===== src/rtl/ipc_pkg.sv =====
// shared types and constants for the irrigation pump controller
`default_nettype none

package ipc_pkg;

  localparam logic [2:0] OP_TICK      = 3'd0;
  localparam logic [2:0] OP_AUTO      = 3'd1;
  localparam logic [2:0] OP_MANUAL    = 3'd2;
  localparam logic [2:0] OP_PUMP_ON   = 3'd3;
  localparam logic [2:0] OP_PUMP_OFF  = 3'd4;
  localparam logic [2:0] OP_SET_TEMP  = 3'd5;
  localparam logic [2:0] OP_SET_SOIL  = 3'd6;
  localparam logic [2:0] OP_UNKNOWN   = 3'd7;

  localparam logic [2:0] ALARM_NONE    = 3'd0;
  localparam logic [2:0] ALARM_TIMEOUT = 3'd1;
  localparam logic [2:0] ALARM_SENSOR  = 3'd2;
  localparam logic [2:0] ALARM_TEMP    = 3'd3;
  localparam logic [2:0] ALARM_DRY     = 3'd4;

  localparam logic [1:0] REG_PUMP_LIMIT = 2'd0;
  localparam logic [1:0] REG_GRACE      = 2'd1;
  localparam logic [1:0] REG_HYST       = 2'd2;

  localparam logic [15:0] TEMP_LIM_MIN  = 16'd10;
  localparam logic [15:0] TEMP_LIM_MAX  = 16'd60;
  localparam logic [15:0] SOIL_LIM_MIN  = 16'd5;
  localparam logic [15:0] SOIL_LIM_MAX  = 16'd95;
  localparam logic [7:0]  PERCENT_FULL  = 8'd100;
  localparam logic [15:0] CNT_MAX       = 16'hFFFF;

  localparam logic [15:0] PUMP_LIMIT_RST = 16'd300;
  localparam logic [15:0] GRACE_RST      = 16'd30;
  localparam logic [6:0]  HYST_RST       = 7'd10;
  localparam logic [7:0]  TEMP_LIMIT_RST = 8'd35;
  localparam logic [6:0]  SOIL_LIMIT_RST = 7'd30;

  typedef struct packed {
    logic        is_ack;
    logic [2:0]  ack_op;
    logic [15:0] ack_value;
    logic [15:0] ack_sequence;
    logic        ack_rejected;
    logic        pump_drive;
    logic        mode_is_auto;
    logic [2:0]  alarm;
    logic        buzzer;
  } res_t;

endpackage

`default_nettype wire


===== src/rtl/irrigation_pump_controller.sv =====
// irrigation pump controller: command and tick handling with two-entry result buffer
//
// channel  direction  handshake                  payload
// in_      slave      in_tvalid / in_tready      in_tuser op, in_tdata fields
// out_     master     out_tvalid / out_tready    out_tuser is_ack, out_tdata fields
// cfg_     slave      cfg_valid / cfg_ready      cfg_index, cfg_data
//
// one item per cycle while in_tready is high: state and the result are computed in the
// accept cycle; the result is registered and shows on out_ from the output register
// a skid register holds a second result so input keeps flowing while out_ stalls
// in_tready drops only while both result slots are full; cfg_ready is always high
// rst_n is synchronous, active low, and restores all limits and controller state
`default_nettype none

module irrigation_pump_controller
  import ipc_pkg::*;
(
  input  wire logic        clk,
  input  wire logic        rst_n,
  input  wire logic        in_tvalid,
  output logic             in_tready,
  input  wire logic [2:0]  in_tuser,   // op
  // value[15:0], ack_wanted[16], sequence_req[32:17], moisture[39:33],
  // temperature[47:40], sensor_valid[48], zero fill[55:49]
  input  wire logic [55:0] in_tdata,
  output logic             out_tvalid,
  input  wire logic        out_tready,
  output logic             out_tuser,  // is_ack
  // ack_op[2:0], ack_value[18:3], ack_sequence[34:19], ack_rejected[35],
  // pump_drive[36], mode_is_auto[37], alarm[40:38], buzzer[41], zero fill[47:42]
  output logic [47:0]      out_tdata,
  input  wire logic        cfg_valid,
  output logic             cfg_ready,
  input  wire logic [1:0]  cfg_index,
  input  wire logic [15:0] cfg_data
);

  logic [15:0] pump_limit_r;
  logic [15:0] grace_r;
  logic [6:0]  hyst_r;

  logic        auto_r, auto_nxt;
  logic        pump_r, pump_nxt;
  logic        active_r, active_nxt;
  logic        latch_r, latch_nxt;
  logic [15:0] run_r, run_nxt;
  logic [15:0] uptime_r, uptime_nxt;
  logic [7:0]  temp_lim_r, temp_lim_nxt;
  logic [6:0]  soil_lim_r, soil_lim_nxt;

  res_t        out_r, skid_r, res_nxt;
  logic        out_valid_r, skid_valid_r;
  logic        has_res;

  logic [2:0]  op;
  logic [15:0] val;
  logic        want;
  logic [15:0] seq;
  logic [6:0]  soil;
  logic [7:0]  temp;
  logic        sens_ok;

  logic        in_fire, pop, push;
  logic        grace_over;
  logic [7:0]  stop_sum, stop_th;
  logic [2:0]  alarm;

  assign op      = in_tuser;
  assign val     = in_tdata[15:0];
  assign want    = in_tdata[16];
  assign seq     = in_tdata[32:17];
  assign soil    = in_tdata[39:33];
  assign temp    = in_tdata[47:40];
  assign sens_ok = in_tdata[48];

  assign in_tready = !skid_valid_r;
  assign cfg_ready = 1'b1;
  assign in_fire   = in_tvalid && in_tready;
  assign pop       = out_valid_r && out_tready;
  assign push      = in_fire && has_res;

  assign stop_sum = {1'b0, soil_lim_r} + {1'b0, hyst_r};
  assign stop_th  = (stop_sum > PERCENT_FULL) ? PERCENT_FULL : stop_sum;

  always_comb begin
    auto_nxt     = auto_r;
    pump_nxt     = pump_r;
    active_nxt   = active_r;
    latch_nxt    = latch_r;
    run_nxt      = run_r;
    uptime_nxt   = uptime_r;
    temp_lim_nxt = temp_lim_r;
    soil_lim_nxt = soil_lim_r;
    grace_over   = uptime_r >= grace_r;
    alarm        = ALARM_NONE;
    res_nxt      = '0;
    has_res      = 1'b0;

    unique case (op)
      OP_TICK: begin
        has_res = 1'b1;
        if (uptime_r != CNT_MAX) begin
          uptime_nxt = uptime_r + 16'd1;
        end
        if (auto_r) begin
          if ({1'b0, soil} >= stop_th) begin
            pump_nxt  = 1'b0;
            latch_nxt = 1'b0;
          end else if (soil <= soil_lim_r && !latch_r) begin
            pump_nxt = 1'b1;
          end
        end
        if (active_r && run_r != CNT_MAX) begin
          run_nxt = run_r + 16'd1;
        end
        // timer restarts only from idle; a tick with the pump off idles it
        if (pump_nxt && !active_r) begin
          active_nxt = 1'b1;
          run_nxt    = '0;
        end else if (!pump_nxt) begin
          active_nxt = 1'b0;
        end
        if (pump_nxt && run_nxt >= pump_limit_r) begin
          pump_nxt  = 1'b0;
          latch_nxt = 1'b1;
        end
        if (latch_nxt) begin
          alarm = ALARM_TIMEOUT;
        end else if (grace_over && !sens_ok) begin
          alarm = ALARM_SENSOR;
        end else if (temp >= temp_lim_r) begin
          alarm = ALARM_TEMP;
        end else if (soil <= soil_lim_r) begin
          alarm = ALARM_DRY;
        end
        res_nxt.pump_drive   = pump_nxt;
        res_nxt.mode_is_auto = auto_r;
        res_nxt.alarm        = alarm;
        res_nxt.buzzer       = alarm != ALARM_NONE;
      end
      OP_AUTO: begin
        auto_nxt          = 1'b1;
        latch_nxt         = 1'b0;
        res_nxt.ack_value = 16'd1;
      end
      OP_MANUAL: begin
        auto_nxt  = 1'b0;
        pump_nxt  = 1'b0;
        latch_nxt = 1'b0;
      end
      OP_PUMP_ON, OP_PUMP_OFF: begin
        if (!auto_r) begin
          pump_nxt = op == OP_PUMP_ON;
        end else begin
          res_nxt.ack_rejected = 1'b1;
        end
        res_nxt.ack_value = {15'd0, pump_nxt};
      end
      OP_SET_TEMP: begin
        if (val >= TEMP_LIM_MIN && val <= TEMP_LIM_MAX) begin
          temp_lim_nxt = val[7:0];
        end else begin
          res_nxt.ack_rejected = 1'b1;
        end
        res_nxt.ack_value = {8'd0, temp_lim_nxt};
      end
      OP_SET_SOIL: begin
        if (val >= SOIL_LIM_MIN && val <= SOIL_LIM_MAX) begin
          soil_lim_nxt = val[6:0];
        end else begin
          res_nxt.ack_rejected = 1'b1;
        end
        res_nxt.ack_value = {9'd0, soil_lim_nxt};
      end
      OP_UNKNOWN: begin
        res_nxt.ack_rejected = 1'b1;
      end
      default: begin
        res_nxt.ack_rejected = 1'b1;
      end
    endcase

    if (op != OP_TICK) begin
      has_res              = want;
      res_nxt.is_ack       = 1'b1;
      res_nxt.ack_op       = op;
      res_nxt.ack_sequence = seq;
    end
  end

  always_ff @(posedge clk) begin
    if (!rst_n) begin
      pump_limit_r <= PUMP_LIMIT_RST;
      grace_r      <= GRACE_RST;
      hyst_r       <= HYST_RST;
    end else if (cfg_valid && cfg_ready) begin
      unique case (cfg_index)
        REG_PUMP_LIMIT: pump_limit_r <= cfg_data;
        REG_GRACE:      grace_r      <= cfg_data;
        REG_HYST:       hyst_r       <= cfg_data[6:0];
        default:        ;
      endcase
    end
  end

  always_ff @(posedge clk) begin
    if (!rst_n) begin
      auto_r     <= 1'b0;
      pump_r     <= 1'b0;
      active_r   <= 1'b0;
      latch_r    <= 1'b0;
      run_r      <= '0;
      uptime_r   <= '0;
      temp_lim_r <= TEMP_LIMIT_RST;
      soil_lim_r <= SOIL_LIMIT_RST;
    end else if (in_fire) begin
      auto_r     <= auto_nxt;
      pump_r     <= pump_nxt;
      active_r   <= active_nxt;
      latch_r    <= latch_nxt;
      run_r      <= run_nxt;
      uptime_r   <= uptime_nxt;
      temp_lim_r <= temp_lim_nxt;
      soil_lim_r <= soil_lim_nxt;
    end
  end

  // two result slots: output register first, skid behind it
  always_ff @(posedge clk) begin
    if (!rst_n) begin
      out_valid_r  <= 1'b0;
      skid_valid_r <= 1'b0;
    end else if (!out_valid_r || pop) begin
      if (skid_valid_r) begin
        out_valid_r  <= 1'b1;
        skid_valid_r <= 1'b0;
      end else begin
        out_valid_r <= push;
      end
    end else if (push) begin
      skid_valid_r <= 1'b1;
    end
  end

  always_ff @(posedge clk) begin
    if (!out_valid_r || pop) begin
      out_r <= skid_valid_r ? skid_r : res_nxt;
    end else if (push) begin
      skid_r <= res_nxt;
    end
  end

  assign out_tvalid = out_valid_r;
  assign out_tuser  = out_r.is_ack;
  assign out_tdata  = {6'd0, out_r.buzzer, out_r.alarm, out_r.mode_is_auto,
                       out_r.pump_drive, out_r.ack_rejected, out_r.ack_sequence,
                       out_r.ack_value, out_r.ack_op};

`ifndef ASSERT_OFF
  a_skid_behind_out: assert property (@(posedge clk) disable iff (!rst_n)
    skid_valid_r |-> out_valid_r)
    else $error("skid slot holds a result while the output slot is empty");

  a_stall_holds: assert property (@(posedge clk) disable iff (!rst_n)
    out_valid_r && !out_tready |=> out_valid_r && $stable(out_r))
    else $error("stalled result changed");

  a_buzzer_alarm: assert property (@(posedge clk) disable iff (!rst_n)
    out_valid_r && !out_r.is_ack |-> out_r.buzzer == (out_r.alarm != ALARM_NONE))
    else $error("buzzer does not follow alarm");

  a_no_push_when_full: assert property (@(posedge clk) disable iff (!rst_n)
    skid_valid_r && !out_tready |=> skid_valid_r && $stable(skid_r))
    else $error("skid result lost while output stalled");
`endif

endmodule

`default_nettype wire


===== config.mk =====
export PLATFORM = sky130hd
export DESIGN_NAME = irrigation_pump_controller
export DESIGN_NICKNAME = d
export VERILOG_FILES = /design/src/rtl/ipc_pkg.sv /design/src/rtl/irrigation_pump_controller.sv
export SDC_FILE = /design/constraint.sdc
export NUM_CORES = 1
export LEC_CHECK = 0
export BUFFER_PORTS_ARGS = -buffer_cell sky130_fd_sc_hd__buf_4
export CORE_ASPECT_RATIO = 0.5
export CORE_MARGIN = 2
export CORE_UTILIZATION = 61
export CTS_CLUSTER_SIZE = 12
export DETAILED_ROUTE_END_ITERATION = 12
export GPL_ROUTABILITY_DRIVEN = 0
export HOLD_SLACK_MARGIN = 0.15
export PLACE_DENSITY = 0.84
export SYNTH_ARGS = -nofsm -noshare
export SYNTH_HDL_FRONTEND = slang
export SYNTH_SLANG_ARGS = --single-unit

===== constraint.sdc =====
create_clock -name clk -period 12.2 [get_ports clk]
set_clock_uncertainty 0.2 [all_clocks]
set_input_delay 2.44 -clock clk [delete_from_list [all_inputs] [get_ports clk]]
set_output_delay 2.44 -clock clk [all_outputs]
set_load 0.02 [all_outputs]

==> metrics.txt, run 1 <==
Synth top area share=23.0%; largest net degree at the start of global routing=93; Initial Util=62.8%; CP peak stage delay=1030 ps; grt total ovfl=0; initial antenna violation count=0; # rows=31; Non-Filler Instances=1,257; fmax=138 MHz; Setup WS post-layout=4960 ps; vias=7,390; clock power share=42.4%; dominant synthesized flop cell=dfxtp_1; Final Max Slew Viols=0; vias per cell=5.88; dpl cell area=10,000 sq um; placed cell count=1,225; min Tclk post-route=7240 ps; CTS buffer count=17; r2r setup slk=4960 ps; Tightest Hold Check Type=reg -> reg; Die Y=90.5 um; Synth async-reset ratio=0%; CP Launch Type=register; Post-DP HPWL=14.8 mm; Max clock buf depth=2; leakage power total=4.54 nW; vias in the first global route=7,126; Root Buffer=clkbuf_16; Worst setup EP type=register; I/O Buffers=111; CTS H-Tree Depth=4; post-cts hold buffer count=0; share of total power in sequential cells=46.6%; Placement Setup Slack=5100 ps; Final setup viols=0; Die Width=177 um; Netlist cell types=68; Worst Tran Pin Value=1240 ps; drt drc=0; status=finished clean; area leader, netlist=edfxtp_1; final core occ=73.0%; initial detailed-routing violation count=511; RSZ-0062 raised after global routing=no; critical path's top delay family=compound AO/OA/AOI/OAI gates; Comb power frac=11.1%; clock slew at reported path FFs=80 ps; top cells by area, synth=edfxtp_1 (23%), dfxtp_1 (20%), ha_1 (8.6%), nand2_1 (4.5%), mux2i_1 (3.7%); kind of critical path=reg -> reg; Mapped Avg Cell Area=9.56 sq um; Max FO, Critical Path=18; hold slack=264 ps; Cell Pwr Density=119 nW/um^2; final hold vios=0; PostCTS Resize Cnt=0; Psw=0.348 mW; Worst VDD drop=86.3 uV; GRT Util Overall=26.9%; Seq/Total Area, Yosys=43.2%; Tot Pwr=1.27 mW; CP max-delay cell=a221oi_2; Ys Warns=0; Top-Level Pins=134; TritonRoute pass-1 iters=6; worst path bufs/invs=1; Core Box Area=14,500 sq um; Final Cycle Share=59.4%; synthesized area=9140 sq um; Top cell by count, worst path=ha_1; ratio of cells with drive above 1 in the final layout=17.9%; final WL=20.9 mm; postcts setup bufs=0; first-pass GRT wire length=34.5 mm; Clock Latency Late Sink=430 ps; TritonCTS clock tree=built; relative max-transition margin=17.5%; # diodes=0; DR WL/cell=16.6 um; max-cap viol count=0; nets=1,192; Int Power=0.919 mW; Syn-to-layout area delta=16.3%; CP Cell Sequence=ha_1, inv_1, fa_1, nor2b_1, o31a_1, a21oi_1, or3_1, a311oi_1, o21ai_0, ha_1, a21o_1, a211o_1, a41o_1, a221oi_2, nor2_1, ha_1, nand4_1, a21oi_1, or3_1, a211o_1, and2_1, o41ai_1; synthesized instance count=956; DIE AREA=16,000 sq um; sw frac=27.4%; antenna-violating nets left=0; Yosys reg bits=162; EDFF count, synth=70; CTS sink count=162; fin area=10,600 sq um; crit path DAT=7240 ps; worst endpoint required time=12,200 ps; setup tns final=0 ps
[final timing paths]
check / startpoint / to / cells after the start
setup reg to reg: soil_lim_r[0] / out_tdata[40] / 22
hold reg to reg: pump_limit_r[12] / pump_limit_r[12] / 2
hold / removal: pump_limit_r[12] / pump_limit_r[12] / 2
setup / recovery: soil_lim_r[0] / out_tdata[40] / 22
[tightest hold or removal path: cells and delay by family, from the launching register on]
family          cells  cell delay, ps
compound gates      1              60
flops               1             310
simple gates        1              50
[layer usage]
metal | vias to the layer above | GRT usage [%] | part of all wire [%]
met3 | 42 | 5.22 | 6.0
met4 | 0 | 7.99 | 1.8
li1 | 3560 | - | -
met5 | - | 0 | 0
met2 | 272 | 44.8 | 47
met1 | 3516 | 35.7 | 45
[cells in the mapped netlist, types with 5 or more instances]
master / count
nand2_1: 110
a31oi_1: 10
nand4_1: 11
xor2_1: 16
xnor2_1: 12
o21a_1: 11
dfxtp_1: 92
nand2b_1: 6
o211ai_1: 14
edfxtp_1: 70
a21boi_0: 36
nor3_1: 22
ha_1: 63
o21ai_0: 31
nand3_1: 25
a21oi_1: 33
o22ai_1: 5
a211oi_1: 5
and4_1: 5
nor2b_1: 19
a21o_1: 11
mux2i_1: 34
mux2_2: 28
and3_1: 11
inv_1: 65
nor4_1: 6
and2_1: 32
nor2_1: 46
or3_1: 8
buf_4: 15
clkbuf_1: 34
[cell families (layout without fill, tap and decap cells)]
family	after synthesis	count (layout)	share of synthesized area, %
other cells	2	15	0.0822
mux	62	62	7.18
xor+xnor	28	28	2.68
fa+ha+maj	64	64	8.85
compound gates	196	196	14.7
simple gates	319	319	17.5
buf+inv	123	213	5.87
flops	162	162	43.2
[cells in the final DEF (no fill, tap or decap), types with 12 or more instances in the layout]
master and count:
mux2_2 28, ha_1 63, nor2b_1 19, conb_1 15
nor2_1 46, clkbuf_16 17, dfxtp_1 92, o21ai_0 31
nand3_1 25, a21boi_0 36, o211ai_1 14, and2_1 32
a21oi_1 33, xor2_1 16, xnor2_1 12, nand2_1 110
edfxtp_1 70, buf_4 115, inv_1 65, nor3_1 21
mux2i_1 34
[power groups by stage]
stage / Combinational [mW] / Sequential, mW / Clock, mW
after floorplan: 0.0742 / 0.613 / 0
after global placement: 0.133 / 0.601 / 0
after detailed placement: 0.138 / 0.602 / 0
after CTS: 0.139 / 0.590 / 0.540
after global routing: 0.153 / 0.592 / 0.567
final: 0.140 / 0.590 / 0.537
[state kept, by name, indices dropped and copies added, names as in the netlist]
| signal | count |
|---|---|
| pump_r | 1 |
| skid_valid_r | 1 |
| temp_lim_r | 8 |
| latch_r | 1 |
| auto_r | 1 |
| uptime_r | 16 |
| out_tdata | 34 |
| pump_limit_r | 16 |
| hyst_r | 7 |
| skid_r | 35 |
| soil_lim_r | 7 |
| out_tuser | 1 |
| out_tvalid | 1 |
| run_r | 16 |
| grace_r | 16 |
| active_r | 1 |
[layout make-up]
type	count	area (sq um)
multi-input combinational	684	4710
sequential	162	3940
fill	1020	3920
timing repair buffer	115	863
clock buffer	17	425
inverter	66	248
tap	198	248
clock inverter	15	183
Note: power is estimated with default switching activity, not from simulation.
==> inputs of run 2 (changes only) <==
Settings changed: CORE_UTILIZATION 61 to 58, PLACE_DENSITY 0.84 to 0.81.
Clock period 12.2 ns to 6.7 ns, I/O delays scaled along.
==> run 2 against run 1 <==
  * Setup slack got worse by 4600 ps
  * Critical path depth is 2 higher
  * Register-to-register slack got worse by 4600 ps
  * Routed wire length is 1.2% lower
  * Fmax rose by 15%
  * Hold slack improved by 2.1 ps
  * Die area up 5.0%
  * Combinational power is 84% higher
  * Critical path type unchanged
==> metrics.txt, run 2 (synthesis results as in run 1) <==
Comb power frac=11.2% (about the same); clock power share=41.9% (-0.5 points); Final setup viols=0 (unchanged); vias in the first global route=7,022 (-1.5%); Fillers=1,163 (+14%); Worst Hold Depth=2 (unchanged); first-pass GRT wire length=33.8 mm (-1.9%); nets=1,195 (+0.25%); # diodes=0 (unchanged); CP Launch Type=register; final hold vios=0 (unchanged); Die Y=92.7 um (+2.4%); GRT Util Overall=25.3% (-1.6 points); largest net degree at the start of global routing=93 (unchanged); R2R depth=24 (+9.1%); clock slew at reported path FFs=70 ps (about the same); Critical R2R Launch=soil_lim_r[0]; TritonCTS clock tree=built; max reg flops=35 (unchanged); grt total ovfl=0 (unchanged); initial antenna violation count=0 (unchanged); Worst Tran Pin Value=1100 ps (-138 ps); Max FO, Critical Path=18 (unchanged); commonest cells after routing, fill and taps aside=buf_4 (118), nand2_1 (110), dfxtp_1 (92), edfxtp_1 (70), inv_1 (65); Top-Level Pins=134 (unchanged); Initial Util=59.3% (-3.5 points); RSZ-0062 raised after global routing=no; DIE AREA=16,800 sq um (+5.0%); FF/Latch Area=3940 sq um (unchanged); Post-DP HPWL=14.7 mm (-0.88%); Final Cycle Share=94.0% (+35 points); Clock Latency Late Sink=430 ps (about the same); share of total power in sequential cells=46.9% (+0.3 points); postcts setup bufs=0 (unchanged); Final Max Slew Viols=0 (unchanged); CTS sink count=162 (unchanged); min Tclk post-route=6300 ps (-945 ps); # rows=32 (+3.2%); CTS buffer count=17 (unchanged); crit path DAT=6280 ps (-960 ps); relative max-transition margin=26.3% (+8.9 points); max-cap viol count=0 (unchanged); status=finished clean; HP Start=pump_limit_r[6]; kind of critical path=reg -> reg; commonest non-fill, non-tap cell in the layout=buf_4; Syn-to-layout area delta=16.4% (about the same); Int Power=1.67 mW (+82%); fmax=159 MHz (+15%); sw frac=27.0% (-0.41 points); Worst setup EP type=register; vias per cell=5.76 (-2.1%); final WL=20.6 mm (-1.2%); CTS H-Tree Depth=4 (unchanged); Worst VDD drop=196 uV (+130%); post-cts hold buffer count=0 (unchanged); I/O Buffers=111 (unchanged); setup tns final=0 ps (unchanged); RR Endpoint=skid_r[0]; Tot Pwr=2.29 mW (+81%); Max clock buf depth=2 (unchanged); Die Width=181 um (+2.5%); antenna-violating nets left=0 (unchanged); ratio of cells with drive above 1 in the final layout=18.2% (+0.23 points); initial detailed-routing violation count=429 (-16%); worst endpoint required time=6680 ps (-5520 ps); Core Box Area=15,400 sq um (+6.0%); r2r setup slk=400 ps (-4550 ps); Biggest register=skid_r; drt drc=0 (unchanged); vias=7,290 (-1.4%); Psw=0.619 mW (+78%); DR WL/cell=16.3 um (-1.9%); TritonRoute pass-1 iters=8 (+2); multi-input combinational cell area=4710 sq um (unchanged); PostCTS Resize Cnt=0 (unchanged); Tightest Hold Check Type=reg -> reg; Root Buffer=clkbuf_16; hold slack=266 ps (+2.14 ps); endpoint of the worst hold path=pump_limit_r[6]; Cell Pwr Density=215 nW/um^2 (+81%); leakage power total=4.54 nW (about the same)
## run 2: changes by cell type in the layout (fill, tap and decap cells not counted)
cell        before  now
clkinv_8         6    2
inv_6            2    1
buf_4          115  118
inv_8            3    7
clkinv_4         3    1
clkinvlp_4       1    4
## run 2: how the worst max path moves through the flow
stage                       start             to  slack, ps
floorplan           soil_lim_r[0]      skid_r[0]        590
global placement    soil_lim_r[0]      skid_r[0]        620
detailed placement  soil_lim_r[0]      skid_r[0]        500
CTS                 soil_lim_r[0]  out_tdata[40]        420
global route        soil_lim_r[0]  out_tdata[40]         50
finish              soil_lim_r[0]      skid_r[0]        400
## run 2: final cells by class
type / count / share of cell area, %
Clock buffer: 17 / 4.00
Tap cell: 204 / 2.40
Sequential cell: 162 / 37.1
Timing Repair Buffer: 118 / 8.33
Inverter: 66 / 2.33
Multi-Input combinational cell: 684 / 44.3
Clock inverter: 15 / 1.49
## run 2: power groups by stage
stage               combinational, mW  sequential (mW)  clock (mW)
detailed placement              0.253             1.10           0
global placement                0.245             1.10           0
floorplan                       0.135             1.12           0
global route                    0.280             1.08        1.01
CTS                             0.256             1.07       0.970
finish                          0.257             1.07       0.960
## run 2: metrics by stage
step	utilization (%)	cells	instance area, sq um	setup slack, ps
final	69.0	1266	10600	403
after global routing	69.0	1266	10600	51.1
after CTS	69.0	1266	10600	422
after detailed placement	65.2	1234	10000	501
after global placement	65.2	1234	10000	618
after floorplan	-	969	9190	588
## run 2: metal layers
metal | vias up | GRT usage, % | routed length, um
li1 | 3562 | - | -
met1 | 3449 | 32.5 | 9300
met2 | 245 | 43.7 | 9850
met3 | 34 | 4.48 | 1140
met4 | 0 | 7.99 | 360
met5 | - | 0 | 0
## run 2: critical path, stage by stage, from the launching register on
cell	delay (ps)
dfxtp_1	440
ha_1	230
inv_1	60
fa_1	390
nor2b_1	160
o31a_1	180
a21oi_1	60
or3_1	330
a311oi_1	270
buf_4	170
o21ai_0	80
ha_1	310
a21o_1	180
a211o_1	290
a41o_1	270
a221oi_2	260
buf_4	250
nor2_1	100
ha_1	330
a21oi_1	160
a21oi_1	70
or3_1	420
a211o_1	350
and2_1	200
o31a_1	270
==> inputs of run 3 (changes only) <==
Clock period 6.7 ns to 6.6 ns, I/O delays scaled along.
==> run 3 against run 2 <==
  * Clock power rose by 0.4%
  * Non-clock buffer count is 1 lower
  * Sequential power about the same
  * Cell area hardly changed
  * First-iteration DRC count increased by 15%
==> metrics.txt, run 3 (synthesis results as in run 1) <==
status=finished clean; kind of critical path=reg -> reg; grt total ovfl=0 (unchanged); Tot Pwr=2.32 mW (+1.1%); CTS buffer count=17 (unchanged); drt drc=0 (unchanged); max reg flops=35 (unchanged); dpl cell area=10,000 sq um (about the same); # diodes=0 (unchanged); Initial Util=59.3% (unchanged); commonest non-fill, non-tap cell in the layout=buf_4; vias=7,293 (+0.041%); commonest cells after routing, fill and taps aside=buf_4 (116), nand2_1 (110), dfxtp_1 (92), edfxtp_1 (70), inv_1 (65); Int Power=1.70 mW (+1.5%); min Tclk post-route=6210 ps (-82.8 ps); # rows=32 (unchanged); Final setup viols=0 (unchanged); initial antenna violation count=0 (unchanged); worst endpoint required time=6590 ps (-90 ps); relative max-transition margin=22.9% (-3.5 points); FF/Latch Area=3940 sq um (unchanged); Syn-to-layout area delta=16.4% (about the same); Max FO, Critical Path=18 (unchanged); antenna-violating nets left=0 (unchanged); Psw=0.619 mW (about the same); TritonRoute pass-1 iters=5 (-3); nets=1,194 (-0.084%); DIE AREA=16,800 sq um (unchanged); GRT Util Overall=25.3% (+0.059 points); Die Y=92.7 um (unchanged); initial detailed-routing violation count=494 (+15%); largest net degree at the start of global routing=93 (unchanged); CP Launch Type=register; share of total power in sequential cells=47.1% (+0.2 points); sw frac=26.7% (-0.29 points); TritonCTS clock tree=built; max-cap viol count=0 (unchanged); Final Cycle Share=94.2% (+0.17 points); setup tns final=0 ps (unchanged); multi-input combinational cell area=4720 sq um (+0.13%); Worst Tran Pin Value=1150 ps (+52.1 ps); Top-Level Pins=134 (unchanged); DR WL/cell=16.2 um (-0.91%); Clock Latency Late Sink=430 ps (about the same); Fillers=1,183 (+1.7%); Cell Pwr Density=218 nW/um^2 (+1.1%); vias in the first global route=7,170 (+2.1%); Placement Setup Slack=407 ps (-94.1 ps); Tightest Hold Check Type=reg -> reg; Worst VDD drop=167 uV (-15%); Comb power frac=11.3% (about the same); CTS H-Tree Depth=4 (unchanged); CTS sink count=162 (unchanged); Worst setup EP type=register; Post-DP HPWL=14.8 mm (+0.62%); final hold vios=0 (unchanged); Die Width=181 um (unchanged); Biggest register=skid_r; Core Box Area=15,400 sq um (unchanged); fmax=161 MHz (+1.3%); clock slew at reported path FFs=80 ps (about the same); Max clock buf depth=2 (unchanged); leakage power total=4.54 nW (+0.16%); final WL=20.4 mm (-0.99%); vias per cell=5.77 (+0.12%); first-pass GRT wire length=34.1 mm (+0.78%); Setup WS post-layout=385 ps (-17.2 ps); fin area=10,600 sq um (about the same); Root Buffer=clkbuf_16; RSZ-0062 raised after global routing=no; crit path DAT=6200 ps (-80 ps); ratio of cells with drive above 1 in the final layout=18.2% (about the same); I/O Buffers=111 (unchanged); Final Max Slew Viols=0 (unchanged); clock power share=41.6% (-0.3 points)
run 3: per-layer routing:
| layer | share of wire (%) | GRT usage [%] | vias to the layer above | routed length, um |
|---|---|---|---|---|
| met5 | 0 | 0 | - | 0 |
| met4 | 1.2 | 6.98 | 0 | 242 |
| met3 | 5.9 | 5.47 | 22 | 1210 |
| met2 | 48 | 44.2 | 224 | 9880 |
| met1 | 45 | 32.1 | 3476 | 9110 |
| li1 | - | - | 3571 | - |
run 3: metrics by stage:
stage	std cells	hold slack, ps	util (%)
floorplan	969	243	-
global placement	1233	255	65.1
detailed placement	1233	259	65.1
CTS	1265	268	68.9
global route	1265	288	69.0
finish	1265	263	69.0
run 3: path summary, 6_finish.rpt:
path	startpoint	end	slack, ps	cells past startpoint
worst max-delay path	soil_lim_r[0]	skid_r[0]	390	23
worst min-delay path	grace_r[11]	grace_r[11]	260	2
worst max register to register	soil_lim_r[0]	skid_r[0]	390	23
worst min register to register	grace_r[11]	grace_r[11]	260	2
run 3: power groups by stage:
stage	clock network [mW]	logic [mW]	registers, mW
finish	0.964	0.262	1.09
global route	1.03	0.286	1.09
CTS	0.978	0.260	1.09
detailed placement	0	0.257	1.11
global placement	0	0.249	1.11
floorplan	0	0.137	1.13
run 3: area by class of cell:
type	count	share of cell area, %
multi-input cells	684	44.4
flip-flops and latches	162	37.1
repair buffers	117	8.30
clock buffers	17	4.00
well taps	204	2.40
inverters	66	2.33
clock inverters	15	1.49
run 3: timing repair:
item,CTS,global route
gates resized for setup,0,2
hold buffers,0,0
setup endpoints to repair,0,2
endpoints found under the hold margin,0,0
buffers inserted,0,0
run 3: critical path: stages (launching register included):
cell and delay, ps:
dfxtp_1 420, ha_1 230, inv_1 70, fa_1 400, nor2b_1 180, o31a_1 190
a21oi_1 70, or3_1 350, a311oi_1 340, o21ai_0 130, ha_1 310, a21o_1 180
a211o_1 280, a41o_1 260, a221oi_2 280, buf_6 200, nor2_1 70, ha_1 310
a21oi_1 160, a21oi_1 70, or3_1 430, a211o_1 350, and2_1 210, o31a_1 270
